`src/hjo_pkg.sv`:
```
package hjo_pkg;

    // fixed field widths
    localparam int IDX_W   = 31;
    localparam int PHASE_W = 8;
    localparam int OUT_W   = 16;

    // parameter defaults
    localparam int PHASE_BITS_DEFAULT    = 8;
    localparam int FRACTION_BITS_DEFAULT = 16;

    localparam int PHASE_COUNT_RESET = 8;

    // modulo walks the index two bits per cycle
    localparam int MOD_CYCLES = (IDX_W + 1) / 2;

    typedef enum logic [2:0] {
        ST_IDLE,
        ST_MOD,
        ST_SEED,
        ST_DIGIT,
        ST_DIV,
        ST_OUT
    } state_t;

    typedef struct packed {
        logic load;
        logic mod_step;
        logic seed;
        logic digit_step;
        logic div_init;
        logic div_step;
        logic out_load;
    } cmd_t;

    typedef struct packed {
        logic v_zero;
    } status_t;

endpackage

```
`src/halton_jitter_offset_top.sv`:
```
// flow: an accepted sample passes ST_MOD, ST_SEED, ST_DIGIT, ST_DIV and ST_OUT to out_valid;
// a new transaction is taken only after ST_OUT has loaded the last result (out_stall can hold it)
// steps: two-bit-per-cycle modulo, a base-3 digit loop over the sample number's digits (1 to 6 at
// default parameters) and a two-bit-per-cycle divider, one item in flight at a time
// reset: phase count returns to 8 (masked to PHASE_BITS), no result pending, block idle
module halton_jitter_offset_top #(
    parameter int PHASE_BITS    = hjo_pkg::PHASE_BITS_DEFAULT,
    parameter int FRACTION_BITS = hjo_pkg::FRACTION_BITS_DEFAULT
) (
    input  logic                             clk,
    input  logic                             rst_n,
    input  logic                             cfg_wr_en,
    input  logic [hjo_pkg::PHASE_W-1:0]      cfg_wr_data,
    input  logic                             in_valid,
    output logic                             in_stall,
    input  logic [hjo_pkg::IDX_W-1:0]        frame_index,
    output logic                             out_valid,
    input  logic                             out_stall,
    output logic signed [hjo_pkg::OUT_W-1:0] jitter_x,
    output logic signed [hjo_pkg::OUT_W-1:0] jitter_y
);
    import hjo_pkg::*;

    cmd_t    cmd;
    status_t status;

    hjo_ctrl #(
        .FRACTION_BITS (FRACTION_BITS)
    ) u_ctrl (
        .clk       (clk),
        .rst_n     (rst_n),
        .in_valid  (in_valid),
        .in_stall  (in_stall),
        .out_valid (out_valid),
        .out_stall (out_stall),
        .cmd       (cmd),
        .status    (status)
    );

    hjo_datapath #(
        .PHASE_BITS    (PHASE_BITS),
        .FRACTION_BITS (FRACTION_BITS)
    ) u_datapath (
        .clk         (clk),
        .rst_n       (rst_n),
        .cfg_wr_en   (cfg_wr_en),
        .cfg_wr_data (cfg_wr_data),
        .frame_index (frame_index),
        .cmd         (cmd),
        .status      (status),
        .jitter_x    (jitter_x),
        .jitter_y    (jitter_y)
    );

endmodule

```
`src/hjo_ctrl.sv`:
```
module hjo_ctrl #(
    parameter int FRACTION_BITS = hjo_pkg::FRACTION_BITS_DEFAULT
) (
    input  logic            clk,
    input  logic            rst_n,
    input  logic            in_valid,
    output logic            in_stall,
    output logic            out_valid,
    input  logic            out_stall,
    output hjo_pkg::cmd_t   cmd,
    input  hjo_pkg::status_t status
);
    import hjo_pkg::*;

    localparam int DIV_CYCLES = (FRACTION_BITS + 1) / 2;
    localparam int CNT_MAX    = (MOD_CYCLES > DIV_CYCLES) ? MOD_CYCLES : DIV_CYCLES;
    localparam int CNT_W      = $clog2(CNT_MAX);

    state_t           state_reg, state_next;
    logic [CNT_W-1:0] count_reg, count_next;
    logic             out_valid_reg, out_valid_next;

    always_ff @(posedge clk or negedge rst_n)
    begin
        if (!rst_n)
        begin
            state_reg     <= ST_IDLE;
            count_reg     <= '0;
            out_valid_reg <= 1'b0;
        end
        else
        begin
            state_reg     <= state_next;
            count_reg     <= count_next;
            out_valid_reg <= out_valid_next;
        end
    end

    always_comb
    begin
        state_next = state_reg;
        count_next = count_reg;
        cmd        = '0;
        in_stall   = 1'b1;

        unique case (state_reg)
            ST_IDLE:
            begin
                in_stall = 1'b0;
                if (in_valid)
                begin
                    cmd.load   = 1'b1;
                    count_next = '0;
                    state_next = ST_MOD;
                end
            end
            ST_MOD:
            begin
                cmd.mod_step = 1'b1;
                count_next   = count_reg + CNT_W'(1);
                if (count_reg == CNT_W'(MOD_CYCLES - 1))
                begin
                    state_next = ST_SEED;
                end
            end
            ST_SEED:
            begin
                cmd.seed   = 1'b1;
                state_next = ST_DIGIT;
            end
            ST_DIGIT:
            begin
                // peel base-3 digits until the value runs out
                if (status.v_zero)
                begin
                    cmd.div_init = 1'b1;
                    count_next   = '0;
                    state_next   = ST_DIV;
                end
                else
                begin
                    cmd.digit_step = 1'b1;
                end
            end
            ST_DIV:
            begin
                cmd.div_step = 1'b1;
                count_next   = count_reg + CNT_W'(1);
                if (count_reg == CNT_W'(DIV_CYCLES - 1))
                begin
                    state_next = ST_OUT;
                end
            end
            ST_OUT:
            begin
                if (!out_valid_reg || !out_stall)
                begin
                    cmd.out_load = 1'b1;
                    state_next   = ST_IDLE;
                end
            end
            default:
            begin
                state_next = ST_IDLE;
            end
        endcase
    end

    always_comb
    begin
        out_valid_next = out_valid_reg;
        if (cmd.out_load)
        begin
            out_valid_next = 1'b1;
        end
        else if (out_valid_reg && !out_stall)
        begin
            out_valid_next = 1'b0;
        end
    end

    assign out_valid = out_valid_reg;

endmodule

```
`src/hjo_datapath.sv`:
```
module hjo_datapath #(
    parameter int PHASE_BITS    = hjo_pkg::PHASE_BITS_DEFAULT,
    parameter int FRACTION_BITS = hjo_pkg::FRACTION_BITS_DEFAULT
) (
    input  logic                               clk,
    input  logic                               rst_n,
    input  logic                               cfg_wr_en,
    input  logic [hjo_pkg::PHASE_W-1:0]        cfg_wr_data,
    input  logic [hjo_pkg::IDX_W-1:0]          frame_index,
    input  hjo_pkg::cmd_t                      cmd,
    output hjo_pkg::status_t                   status,
    output logic signed [hjo_pkg::OUT_W-1:0]   jitter_x,
    output logic signed [hjo_pkg::OUT_W-1:0]   jitter_y
);
    import hjo_pkg::*;

    localparam int PB    = PHASE_BITS;
    localparam int F     = FRACTION_BITS;
    localparam int DEN_W = PB + 2;
    localparam int QW    = F + (F % 2);
    localparam int MS    = PB + 1;
    localparam int SW    = (F + 1 > OUT_W + 1) ? F + 1 : OUT_W + 1;

    localparam logic [PB+PHASE_W-1:0] PHASE_RESET_EXT = (PB + PHASE_W)'(PHASE_COUNT_RESET);
    localparam logic [PB-1:0]         PHASE_RESET     = PHASE_RESET_EXT[PB-1:0];
    // ceil(2^MS / 3), exact quotient by 3 for any PB-bit value
    localparam logic [PB:0]           MUL3            = (PB + 1)'(((1 << MS) + 2) / 3);
    localparam logic [SW-1:0]         HALF            = SW'(1) << (F - 1);
    localparam logic signed [SW-1:0]  SAT_HI          = SW'((1 << (OUT_W - 1)) - 1);
    localparam logic signed [SW-1:0]  SAT_LO          = -SAT_HI - SW'(1);

    logic [PB-1:0]    phase_reg, phase_next;
    logic [IDX_W:0]   idx_reg;
    logic [PB-1:0]    rem_reg;
    logic [PB-1:0]    n_reg;
    logic [PB-1:0]    v_reg;
    logic [DEN_W-1:0] num_reg;
    logic [DEN_W-1:0] den_reg;
    logic [DEN_W-1:0] drem_reg;
    logic [QW-1:0]    q_reg;
    logic signed [OUT_W-1:0] jitter_x_reg;
    logic signed [OUT_W-1:0] jitter_y_reg;

    logic [PB+PHASE_W-1:0] cfg_ext;
    logic [PB-1:0]    pc_eff;
    logic [PB:0]      t1, t2;
    logic [PB-1:0]    rem_next;
    logic [2*PB:0]    prod;
    logic [PB-1:0]    quot3;
    logic [PB-1:0]    quot3_x3;
    logic [PB-1:0]    digit_full;
    logic [1:0]       digit;
    logic [DEN_W:0]   u1, u2;
    logic             b1, b2;
    logic [DEN_W-1:0] drem_next;
    logic [PB-1:0]    rev;
    logic [PB+F-1:0]  x_wide;
    logic [F-1:0]     x_frac;
    logic [F-1:0]     y_frac;

    function automatic logic signed [OUT_W-1:0] to_offset(input logic [F-1:0] frac);
        logic signed [SW-1:0] val;
        val = $signed(SW'(frac) - HALF);
        if (val > SAT_HI)
        begin
            val = SAT_HI;
        end
        else if (val < SAT_LO)
        begin
            val = SAT_LO;
        end
        return $signed(val[OUT_W-1:0]);
    endfunction

    // config register keeps only the low PHASE_BITS bits
    always_comb
    begin
        cfg_ext    = (PB + PHASE_W)'(cfg_wr_data);
        phase_next = cfg_wr_en ? cfg_ext[PB-1:0] : phase_reg;
    end

    always_ff @(posedge clk or negedge rst_n)
    begin
        if (!rst_n)
        begin
            phase_reg <= PHASE_RESET;
        end
        else
        begin
            phase_reg <= phase_next;
        end
    end

    // restoring modulo, two index bits per step
    always_comb
    begin
        pc_eff = (phase_reg == '0) ? PB'(1) : phase_reg;
        t1 = {rem_reg, idx_reg[IDX_W]};
        if (t1 >= {1'b0, pc_eff})
        begin
            t1 = t1 - {1'b0, pc_eff};
        end
        t2 = {t1[PB-1:0], idx_reg[IDX_W-1]};
        if (t2 >= {1'b0, pc_eff})
        begin
            t2 = t2 - {1'b0, pc_eff};
        end
        rem_next = t2[PB-1:0];
    end

    // one base-3 digit per step via reciprocal multiply
    always_comb
    begin
        prod       = (2 * PB + 1)'(v_reg) * (2 * PB + 1)'(MUL3);
        quot3      = prod[2*PB:MS];
        quot3_x3   = quot3 + {quot3[PB-2:0], 1'b0};
        digit_full = v_reg - quot3_x3;
        digit      = digit_full[1:0];
    end

    // long division of num by den, two quotient bits per step
    always_comb
    begin
        u1 = {drem_reg, 1'b0};
        b1 = (u1 >= {1'b0, den_reg});
        if (b1)
        begin
            u1 = u1 - {1'b0, den_reg};
        end
        u2 = {u1[DEN_W-1:0], 1'b0};
        b2 = (u2 >= {1'b0, den_reg});
        if (b2)
        begin
            u2 = u2 - {1'b0, den_reg};
        end
        drem_next = u2[DEN_W-1:0];
    end

    // base 2 is a bit reversal over the phase width
    always_comb
    begin
        for (int i = 0; i < PB; i++)
        begin
            rev[i] = n_reg[PB-1-i];
        end
        x_wide = {rev, {F{1'b0}}};
        x_frac = x_wide[PB+F-1:PB];
        y_frac = q_reg[QW-1:QW-F];
    end

    always_ff @(posedge clk)
    begin
        if (cmd.load)
        begin
            idx_reg <= {1'b0, frame_index};
            rem_reg <= '0;
        end
        if (cmd.mod_step)
        begin
            idx_reg <= {idx_reg[IDX_W-2:0], 2'b00};
            rem_reg <= rem_next;
        end
        if (cmd.seed)
        begin
            n_reg   <= rem_reg + PB'(1);
            v_reg   <= rem_reg + PB'(1);
            num_reg <= '0;
            den_reg <= DEN_W'(1);
        end
        if (cmd.digit_step)
        begin
            v_reg   <= quot3;
            num_reg <= num_reg + {num_reg[DEN_W-2:0], 1'b0} + DEN_W'(digit);
            den_reg <= den_reg + {den_reg[DEN_W-2:0], 1'b0};
        end
        if (cmd.div_init)
        begin
            drem_reg <= num_reg;
            q_reg    <= '0;
        end
        if (cmd.div_step)
        begin
            drem_reg <= drem_next;
            q_reg    <= {q_reg[QW-3:0], b1, b2};
        end
        if (cmd.out_load)
        begin
            jitter_x_reg <= to_offset(x_frac);
            jitter_y_reg <= to_offset(y_frac);
        end
    end

    assign status.v_zero = (v_reg == '0);
    assign jitter_x      = jitter_x_reg;
    assign jitter_y      = jitter_y_reg;

endmodule

```
`config.mk`:
```
export PLATFORM = sky130hd
export DESIGN_NAME = halton_jitter_offset_top
export DESIGN_NICKNAME = d
export VERILOG_FILES = /design/src/hjo_pkg.sv /design/src/halton_jitter_offset_top.sv /design/src/hjo_ctrl.sv /design/src/hjo_datapath.sv
export SDC_FILE = /design/constraint.sdc
export NUM_CORES = 1
export LEC_CHECK = 0
export BUFFER_PORTS_ARGS = -buffer_cell sky130_fd_sc_hd__buf_2
export CAP_MARGIN = 20
export CORE_UTILIZATION = 50
export DETAILED_ROUTE_END_ITERATION = 7
export HOLD_SLACK_MARGIN = 0.03
export PLACE_DENSITY = 0.71
export SLEW_MARGIN = 20
export SYNTH_ARGS = -nofsm -noshare
export SYNTH_HDL_FRONTEND = slang
export SYNTH_SLANG_ARGS = --single-unit
```
`constraint.sdc`:
```
create_clock -name clk -period 8.5 [get_ports clk]
set_input_delay 0.425 -clock clk [delete_from_list [all_inputs] [get_ports clk]]
set_output_delay 0.425 -clock clk [all_outputs]
set_load 0.005 [all_outputs]
```
==> results of run 1 <==
==> area by class of cell <==
class                           count  share of cell area [%]
Tap cell                          229                    2.75
Clock inverter                     12                    1.18
Timing Repair Buffer               77                    3.91
Clock buffer                       20                    4.19
Multi-Input combinational cell    597                    46.0
Inverter                           65                    2.34
Sequential cell                   141                    39.6
==> per-layer routing <==
layer  track usage, %  share of wire, %  vias to the layer above  wire (um)
li1                 -                 -                     3173          -
met1             25.7                49                     2915       8440
met2             31.3                46                      120       8010
met3             4.30               4.3                       19        749
met4             5.62               1.1                        0        200
met5                0                 0                        -          0
==> stage by stage <==
stage,instances,hold WS [ns],utilization (%)
2_1_floorplan,848,0.129,-
3_3_place_gp,1108,0.386,54.4
6_report,1141,0.211,57.6
5_1_grt,1141,0.205,57.6
3_5_place_dp,1108,0.391,54.4
4_1_cts,1141,0.199,57.6
==> placed cells by master (no fill, tap or decap), types with 8 or more instances in the layout <==
master and count:
sky130_fd_sc_hd__o21ai_0 39, sky130_fd_sc_hd__and3_1 16, sky130_fd_sc_hd__inv_1 65, sky130_fd_sc_hd__nor3_1 13
sky130_fd_sc_hd__nor2_1 53, sky130_fd_sc_hd__edfxtp_1 122, sky130_fd_sc_hd__clkbuf_16 17, sky130_fd_sc_hd__nand3_1 9
sky130_fd_sc_hd__o211ai_1 11, sky130_fd_sc_hd__xor2_1 17, sky130_fd_sc_hd__conb_1 8, sky130_fd_sc_hd__a21o_1 9
sky130_fd_sc_hd__mux2i_1 12, sky130_fd_sc_hd__a21oi_1 36, sky130_fd_sc_hd__nand2b_1 8, sky130_fd_sc_hd__nor2b_1 14
sky130_fd_sc_hd__o21a_1 11, sky130_fd_sc_hd__nand2_1 51, sky130_fd_sc_hd__ha_1 105, sky130_fd_sc_hd__fa_1 19
sky130_fd_sc_hd__buf_2 69, sky130_fd_sc_hd__o21ai_1 12, sky130_fd_sc_hd__a22o_1 32, sky130_fd_sc_hd__dfrtp_1 15
sky130_fd_sc_hd__xnor2_1 25
==> worst paths after layout <==
| path | from | endpoint | slack [ns] | cells past startpoint |
|---|---|---|---|---|
| worst min register to register | u_datapath.q_reg[14] | u_datapath.jitter_y[14] | 0.42 | 0 |
| worst min-delay path | cfg_wr_data[1] | u_datapath.phase_reg[1] | 0.21 | 3 |
| max in group asynchronous | rst_n | u_datapath.phase_reg[3] | 7.69 | 2 |
| worst max-delay path | u_datapath.v_reg[0] | u_datapath.num_reg[9] | 2.16 | 24 |
| worst max register to register | u_datapath.v_reg[0] | u_datapath.num_reg[9] | 2.16 | 24 |
| min in group asynchronous | rst_n | u_ctrl.state_reg[0] | 0.47 | 2 |
==> cell families (layout without fill, tap and decap cells) <==
family | count (synthesis) | in the layout | synth area share [%]
multiplexers | 23 | 23 | 2.86
other | 1 | 8 | 0.0403
flip-flops | 141 | 141 | 44.3
buffers and inverters | 110 | 174 | 4.80
AO/OA/AOI/OAI | 200 | 200 | 15.3
adder cells (fa/ha/maj) | 124 | 124 | 18.2
AND/OR/NAND/NOR | 200 | 200 | 10.6
XOR/XNOR | 42 | 42 | 3.95
==> worst reg2reg max path: stages, from the launching register on <==
cell                       delay (ns)
sky130_fd_sc_hd__edfxtp_1        0.45
sky130_fd_sc_hd__ha_1            0.36
sky130_fd_sc_hd__ha_1            0.30
sky130_fd_sc_hd__fa_1            0.49
sky130_fd_sc_hd__fa_1            0.49
sky130_fd_sc_hd__ha_1            0.24
sky130_fd_sc_hd__or4_1           0.40
sky130_fd_sc_hd__o211a_1         0.16
sky130_fd_sc_hd__a21o_1          0.23
sky130_fd_sc_hd__xor2_1          0.17
sky130_fd_sc_hd__ha_1            0.20
sky130_fd_sc_hd__xnor2_1         0.18
sky130_fd_sc_hd__xnor2_1         0.15
sky130_fd_sc_hd__xnor2_1         0.10
sky130_fd_sc_hd__fa_1            0.51
sky130_fd_sc_hd__ha_1            0.16
sky130_fd_sc_hd__inv_1           0.05
sky130_fd_sc_hd__fa_1            0.37
sky130_fd_sc_hd__nor2b_1         0.17
sky130_fd_sc_hd__o21ai_0         0.13
sky130_fd_sc_hd__a21boi_0        0.24
sky130_fd_sc_hd__o21ai_0         0.15
sky130_fd_sc_hd__a21oi_1         0.18
sky130_fd_sc_hd__xnor2_1         0.13
sky130_fd_sc_hd__nor2_1          0.05
==> results.txt, run 1 <==
Counting instances in the post-synthesis netlist gives the leading cell types as 122 x sky130_fd_sc_hd__edfxtp_1, 105 x sky130_fd_sc_hd__ha_1, 65 x sky130_fd_sc_hd__inv_1. The library cell contributing the largest single delay on the critical path was sky130_fd_sc_hd__fa_1. After synthesis, flip-flops and latches occupy 44.3% of the total area. The element type at the critical path start is a flop. After synthesis the netlist holds a flip-flop and latch count of 141. The delay of the slowest critical-path stage came out at 0.51 ns.

The quantity of hold-fixing buffers added after cts was 1. The die width works out to 138 um. The final reports fail on DRC.

The run gives 0 as the count of pins over their slew limit. The kind of end point of the critical path was a flop. The total wirelength of the detailed-routed design is 17400 um, and the warning count from the yosys run is 0.

For this block, the initial DRC count from the detailed router was 319. The number of antenna repair diodes is 0. The placer congestion estimate was 0.900; the maximum root-to-sink buffer count was 2.

The tools report the sequential cell area as 0.00413 sq mm. Data on the critical path is required at its endpoint by 8.65 ns. For the antenna violation net count after detailed routing, the log shows 0. The region available for standard cell placement spans 0.0181 sq mm. The share of layout cells above drive strength 1 was 15.1%.

The logs give 841 for the cell count after synthesis and 0.0118 ns for the setup clock skew after layout. The tightest slew margin relative to the limit was 41.7%. The primary flip-flop cell chosen by synthesis mapping was sky130_fd_sc_hd__edfxtp_1. The total of endpoints with negative setup slack in the final report was 0; the routed via count was 6227. CTS placed an instance of sky130_fd_sc_hd__clkbuf_16 at the clock tree root.

For this configuration, the core starts out at a cell density of 51.5%. In this run the number of H-tree levels came out at 4. The clock net in this run drives a total of 141 sinks. Die outline area: 0.0192 sq mm. The top cell family by delay on the critical path was adder cells.

Counting I/O delays and the setup requirement, the final critical path takes 6.34 ns. For the worst-skew pair, the clock arrives at the later sink with an insertion delay of 0.42 ns. Entering global routing, the biggest net connects 39 pins. The setup path with the least slack is of type reg2reg.

Of all flip-flops after synthesis, the portion carrying an async set or reset was 11.3%. The post-synthesis to final-layout area growth was 11.9%; the half-perimeter wire length of the detailed placement result was 13000 um. The floorplan has 49 rows.

Using the TritonRoute via totals, the vias-per-cell ratio works out to 5.46. The multi-input combinational cells in the finished layout cover a total of 0.00480 sq mm. Yosys attributes the largest share of cell area to sky130_fd_sc_hd__edfxtp_1 39%, sky130_fd_sc_hd__ha_1 14%, sky130_fd_sc_hd__fa_1 4.1%.

The tools report the number of failing hold endpoints at the final stage as 0. The filler cells instantiated in the layout total 1485. The run gives 29300 um as the global-route wire length before repair. Once the clock tree was built, the setup fixing pass inserted 0 buffers.

The sum of buffers and inverters on the critical path is 1, and the final instance area is 0.0104 sq mm. Cell repeated most along the worst path: sky130_fd_sc_hd__ha_1. The synthesized design spends more area on one cell type than any other, namely sky130_fd_sc_hd__edfxtp_1. The top cell type's share of synthesized area was 39.3%; the via count of the first global-routing pass was 6133. From bottom edge to top edge, the die measures 138 um. The worst setup slack before clock tree synthesis is 2.19 ns.

Instance area at placement: 0.00985 sq mm. The register with the most flip-flops in the layout has 32 of them. The routed length per placed instance is 15.2 um.

The global-route congestion overflow total is 0, and the worst setup margin is 2.16 ns. The signal on the critical path passes through ha_1 -> ha_1 -> fa_1 -> fa_1 -> ha_1 -> or4_1 -> o211a_1 -> a21o_1 -> xor2_1 -> ha_1 -> xnor2_1 -> xnor2_1 -> xnor2_1 -> fa_1 -> ha_1 -> inv_1 -> fa_1 -> nor2b_1 -> o21ai_0 -> a21boi_0 -> o21ai_0 -> a21oi_1 -> xnor2_1 -> nor2_1. Timing would allow up to 0.158 GHz. Area of the mapped netlist: 0.00931 sq mm.

The number of cells upsized or downsized after cts is 0. The path class of the lowest-slack min-delay path is in2reg. Clock tree synthesis inserted a total of 17 buffers. Yosys mapped a number of flops with a built-in enable equal to 122. At the pin with the least slew margin, the transition time is 0.872 ns.

TritonCTS built the clock tree. The total negative setup slack is 0 ns. The clock-pin slew on the worst setup and hold paths is 0.06 ns, and the final layout net count is 1067. Number of primary I/O pins: 78. Setup repair after global routing left no endpoint under its margin. Global routing used 19.2% of the available tracks across all layers. Number of antenna violations at the first check in global routing: 0. By instance count, the leading cell after synthesis is sky130_fd_sc_hd__edfxtp_1.

The part of the cycle the worst path needs was 74.6%; the residual DRC count was 9. At the worst endpoint, the arrival time is 6.49 ns. The number of I/O port buffers works out to 69. The first detailed-routing pass ran for 7 iterations. Number of different library cells in the post-synthesis netlist: 68.

Each instance of the synthesized netlist takes up on average 11.1 sq um. The tool flagged a number of max-cap violations equal to 0. The flow ran to the end, but the final reports show violations. The biggest fanout along the worst timing path is 4.
Power of run 1 is not shown: default switching activity piles up to over one toggle a cycle in this logic, so the estimate is an artifact.
==> run 2, diff against run 1 <==
clock period = 6.1 ns   (was 8.5 ns; I/O delays follow)
==> run 2 against run 1 <==
  * The flow still finishes with violations (DRC)
  * Cell area is 1.9% higher
  * Routed wire length is 4.8% higher
  * Core utilization is 1.1 points higher
  * Count of clock-buffer cells in the layout is 1 lower
  * Sequential cell count stayed put
  * Worst hold slack worse by 0.13 ns
  * Clock skew is 0.0057 ns lower
  * Via count is 2.2% higher
  * Die area stayed put
  * Register-to-register slack worse by 2.0 ns
  * First-iteration DRC count is 3.1% lower
  * Cell count is 0.96% higher
  * Critical path type unchanged
==> results.txt, run 2 (synthesis gave the netlist of run 1 again) <==
The part of the cycle the worst path needs was 97.6% (+23 points). The minimum period implied by the final worst setup slack is 5.96 ns (-0.388 ns). Die outline area: 0.0192 sq mm (unchanged). The flow ran to the end, but the final reports show violations.

The tightest slew margin relative to the limit is 41.7% (about the same), and the via count of the first global-routing pass is 6135 (+0.033%). The per-cell via count in the routed design works out to 5.53 (+1.3%). The logs give 309 (-3.1%) for the DRC marker count from the first detailed-route iteration and 0 (unchanged) for the max-capacitance violation count. The total negative setup slack was 0 ns (unchanged); the maximum number of pins on one net before global-route repair was 39 (unchanged).

Die width: 138 um (unchanged). The number of flip-flops in the largest register came out at 32 (unchanged). Clock tree synthesis selected as its root buffer the cell sky130_fd_sc_hd__clkbuf_16.

The maximum clock frequency is 0.168 GHz (+6.5%). The maximum root-to-sink buffer count came out at 2 (unchanged). The run gives 6.12 ns (-0.37 ns) as the arrival time of the worst setup path. The tools report the worst setup margin as 0.144 ns (-2.01 ns). The global-route wire length before repair was 29800 um (+1.8%); the number of antenna repair diodes was 0 (unchanged).

TritonCTS built the clock tree. The count of pins over their slew limit is 0 (unchanged). The routed length per placed instance is 15.8 um (+3.8%).

The global-route congestion overflow total was 0 (unchanged); the transition at the pin with the smallest max-transition slack was 0.872 ns (+0.000358 ns). The insertion delay to the later sink of the worst-skew pair was 0.42 ns (about the same); the total wirelength of the detailed-routed design was 18200 um (+4.8%). The run gives 0 (unchanged) as the number of failing hold endpoints at the final stage. The element type at the critical path start was a flop. The logs give 0 (unchanged) for the antenna violation net count after detailed routing and 0.14 ns (-2.01 ns) for the flop-to-flop setup slack. The worst setup path is of the reg2reg kind.

The global routing usage summed across all routing layers is 19.7% (+0.53 points). Leaving out fill and tap cells, the most frequent cell in the layout is sky130_fd_sc_hd__edfxtp_1. For the number of buffers created by CTS, the log shows 17 (unchanged).

The path class of the tightest hold or removal check is in2reg. The worst setup slack before clock tree synthesis was 0.0128 ns (-2.18 ns). For the total number of H-tree levels, the log shows 4 (unchanged).

The number of antenna violations at the first check in global routing is 0 (unchanged), and the routed via count is 6367 (+2.2%). The logs give 0.00618 ns (-0.00566 ns) for the setup clock skew after layout and 141 (unchanged) for the CTS sink count. The floorplan die height is 138 um (unchanged), and the number of primary I/O pins is 78 (unchanged).

The residual DRC count came out at 8 (-1). The run gives 13300 um (+2.1%) as the half-perimeter wire length of the detailed placement result. STA classifies the critical path endpoint as a flop.

The logs give 6.27 ns (-2.38 ns) for the worst endpoint required time and 6 (-1) for the number of detailed-route iterations in the first pass. The checks that failed: DRC. For the final layout net count, the log shows 1078 (+1.0%). The area growth from synthesis to layout is 14.0%. The placer congestion estimate was 0.907 (+0.86%); the number of standard-cell rows in the floorplan was 49 (unchanged). Clock-pin slew on the worst setup and hold paths: 0.06 ns (about the same).

The biggest fanout along the worst timing path was 2 (-2); the effective utilization at floorplan was 51.5% (unchanged). The share of layout cells above drive strength 1 works out to 17.9% (+2.7 points). The top cell types in the final layout, fill and taps aside, are 122 x sky130_fd_sc_hd__edfxtp_1, 99 x sky130_fd_sc_hd__ha_1, 69 x sky130_fd_sc_hd__buf_2.

The number of I/O port buffers is 69 (unchanged). Total of endpoints with negative setup slack in the final report: 0 (unchanged). Core area: 0.0181 sq mm (unchanged).
## run 2: cell types whose count changed in the layout (fill, tap and decap cells not counted), moves of 2 or more
cell,previous run,this run
sky130_fd_sc_hd__ha_4,0,2
sky130_fd_sc_hd__clkinv_2,3,1
sky130_fd_sc_hd__o21ai_2,3,5
sky130_fd_sc_hd__clkbuf_1,3,1
sky130_fd_sc_hd__buf_4,7,18
sky130_fd_sc_hd__ha_2,0,4
sky130_fd_sc_hd__inv_6,0,2
sky130_fd_sc_hd__o21ai_0,39,36
sky130_fd_sc_hd__ha_1,105,99
## run 2: critical path, cell delays in order, from the launching register on
cell and delay (ns):
sky130_fd_sc_hd__edfxtp_1 0.44, sky130_fd_sc_hd__ha_4 0.28, sky130_fd_sc_hd__fa_1 0.53, sky130_fd_sc_hd__fa_1 0.45, sky130_fd_sc_hd__fa_1 0.52, sky130_fd_sc_hd__ha_1 0.33
sky130_fd_sc_hd__o211a_1 0.15, sky130_fd_sc_hd__a21o_1 0.20, sky130_fd_sc_hd__xor2_2 0.17, sky130_fd_sc_hd__ha_2 0.21, sky130_fd_sc_hd__xnor2_2 0.13, sky130_fd_sc_hd__xnor2_1 0.19
sky130_fd_sc_hd__xnor2_1 0.12, sky130_fd_sc_hd__fa_1 0.52, sky130_fd_sc_hd__ha_2 0.18, sky130_fd_sc_hd__inv_1 0.06, sky130_fd_sc_hd__fa_2 0.37, sky130_fd_sc_hd__nor2b_2 0.17
sky130_fd_sc_hd__o21ai_2 0.08, sky130_fd_sc_hd__a21boi_2 0.17, sky130_fd_sc_hd__o21ai_2 0.09, sky130_fd_sc_hd__a21oi_2 0.15, sky130_fd_sc_hd__xnor2_1 0.12, sky130_fd_sc_hd__nor2_1 0.05
## run 2: timing repair
| action | in CTS | in global routing |
|---|---|---|
| hold buffers | 1 | 0 |
| endpoints found under the setup margin | 1 | 3 |
| endpoints found under the hold margin | 15 | 0 |
| gates cloned | 0 | 0 |
| gates resized for setup | 1 | 17 |
| setup buffers | 0 | 1 |
| pin swaps | 0 | 17 |
## run 2: metrics by stage
stage	utilization, %	instance area [sq um]	std cells	hold slack [ns]
floorplan	-	9340	848	0.00941
global placement	54.9	9920	1118	0.271
detailed placement	54.9	9920	1118	0.267
CTS	58.3	10500	1151	0.0695
global route	58.7	10600	1152	0.0813
finish	58.7	10600	1152	0.0818
## run 2: area by class of cell
type | instances | area, sq um
clock buffer | 19 | 443
clock inverter | 13 | 165
fill | 1517 | 7470
inverter | 65 | 244
multi-input combinational | 597 | 4860
sequential | 141 | 4130
tap | 229 | 287
timing repair buffer | 88 | 490
## run 2: layer usage
layer	vias to the layer above	share of wire, %	track usage, %
met5	-	0	0
met4	0	1.4	6.45
met3	21	4.2	4.64
met2	116	48	32.6
met1	3030	46	25.7
li1	3200	-	-
## run 2: final timing paths
path / to / cells past startpoint / start
max: u_datapath.num_reg[9] / 23 / u_datapath.v_reg[3]
min: u_datapath.phase_reg[7] / 3 / cfg_wr_data[7]
max reg2reg: u_datapath.num_reg[9] / 23 / u_datapath.v_reg[3]
min reg2reg: u_datapath.jitter_x[10] / 0 / u_datapath.n_reg[5]
max in group asynchronous: u_datapath.phase_reg[3] / 2 / rst_n
min in group asynchronous: u_datapath.phase_reg[6] / 2 / rst_n
Power of run 2 is left out for the same reason.
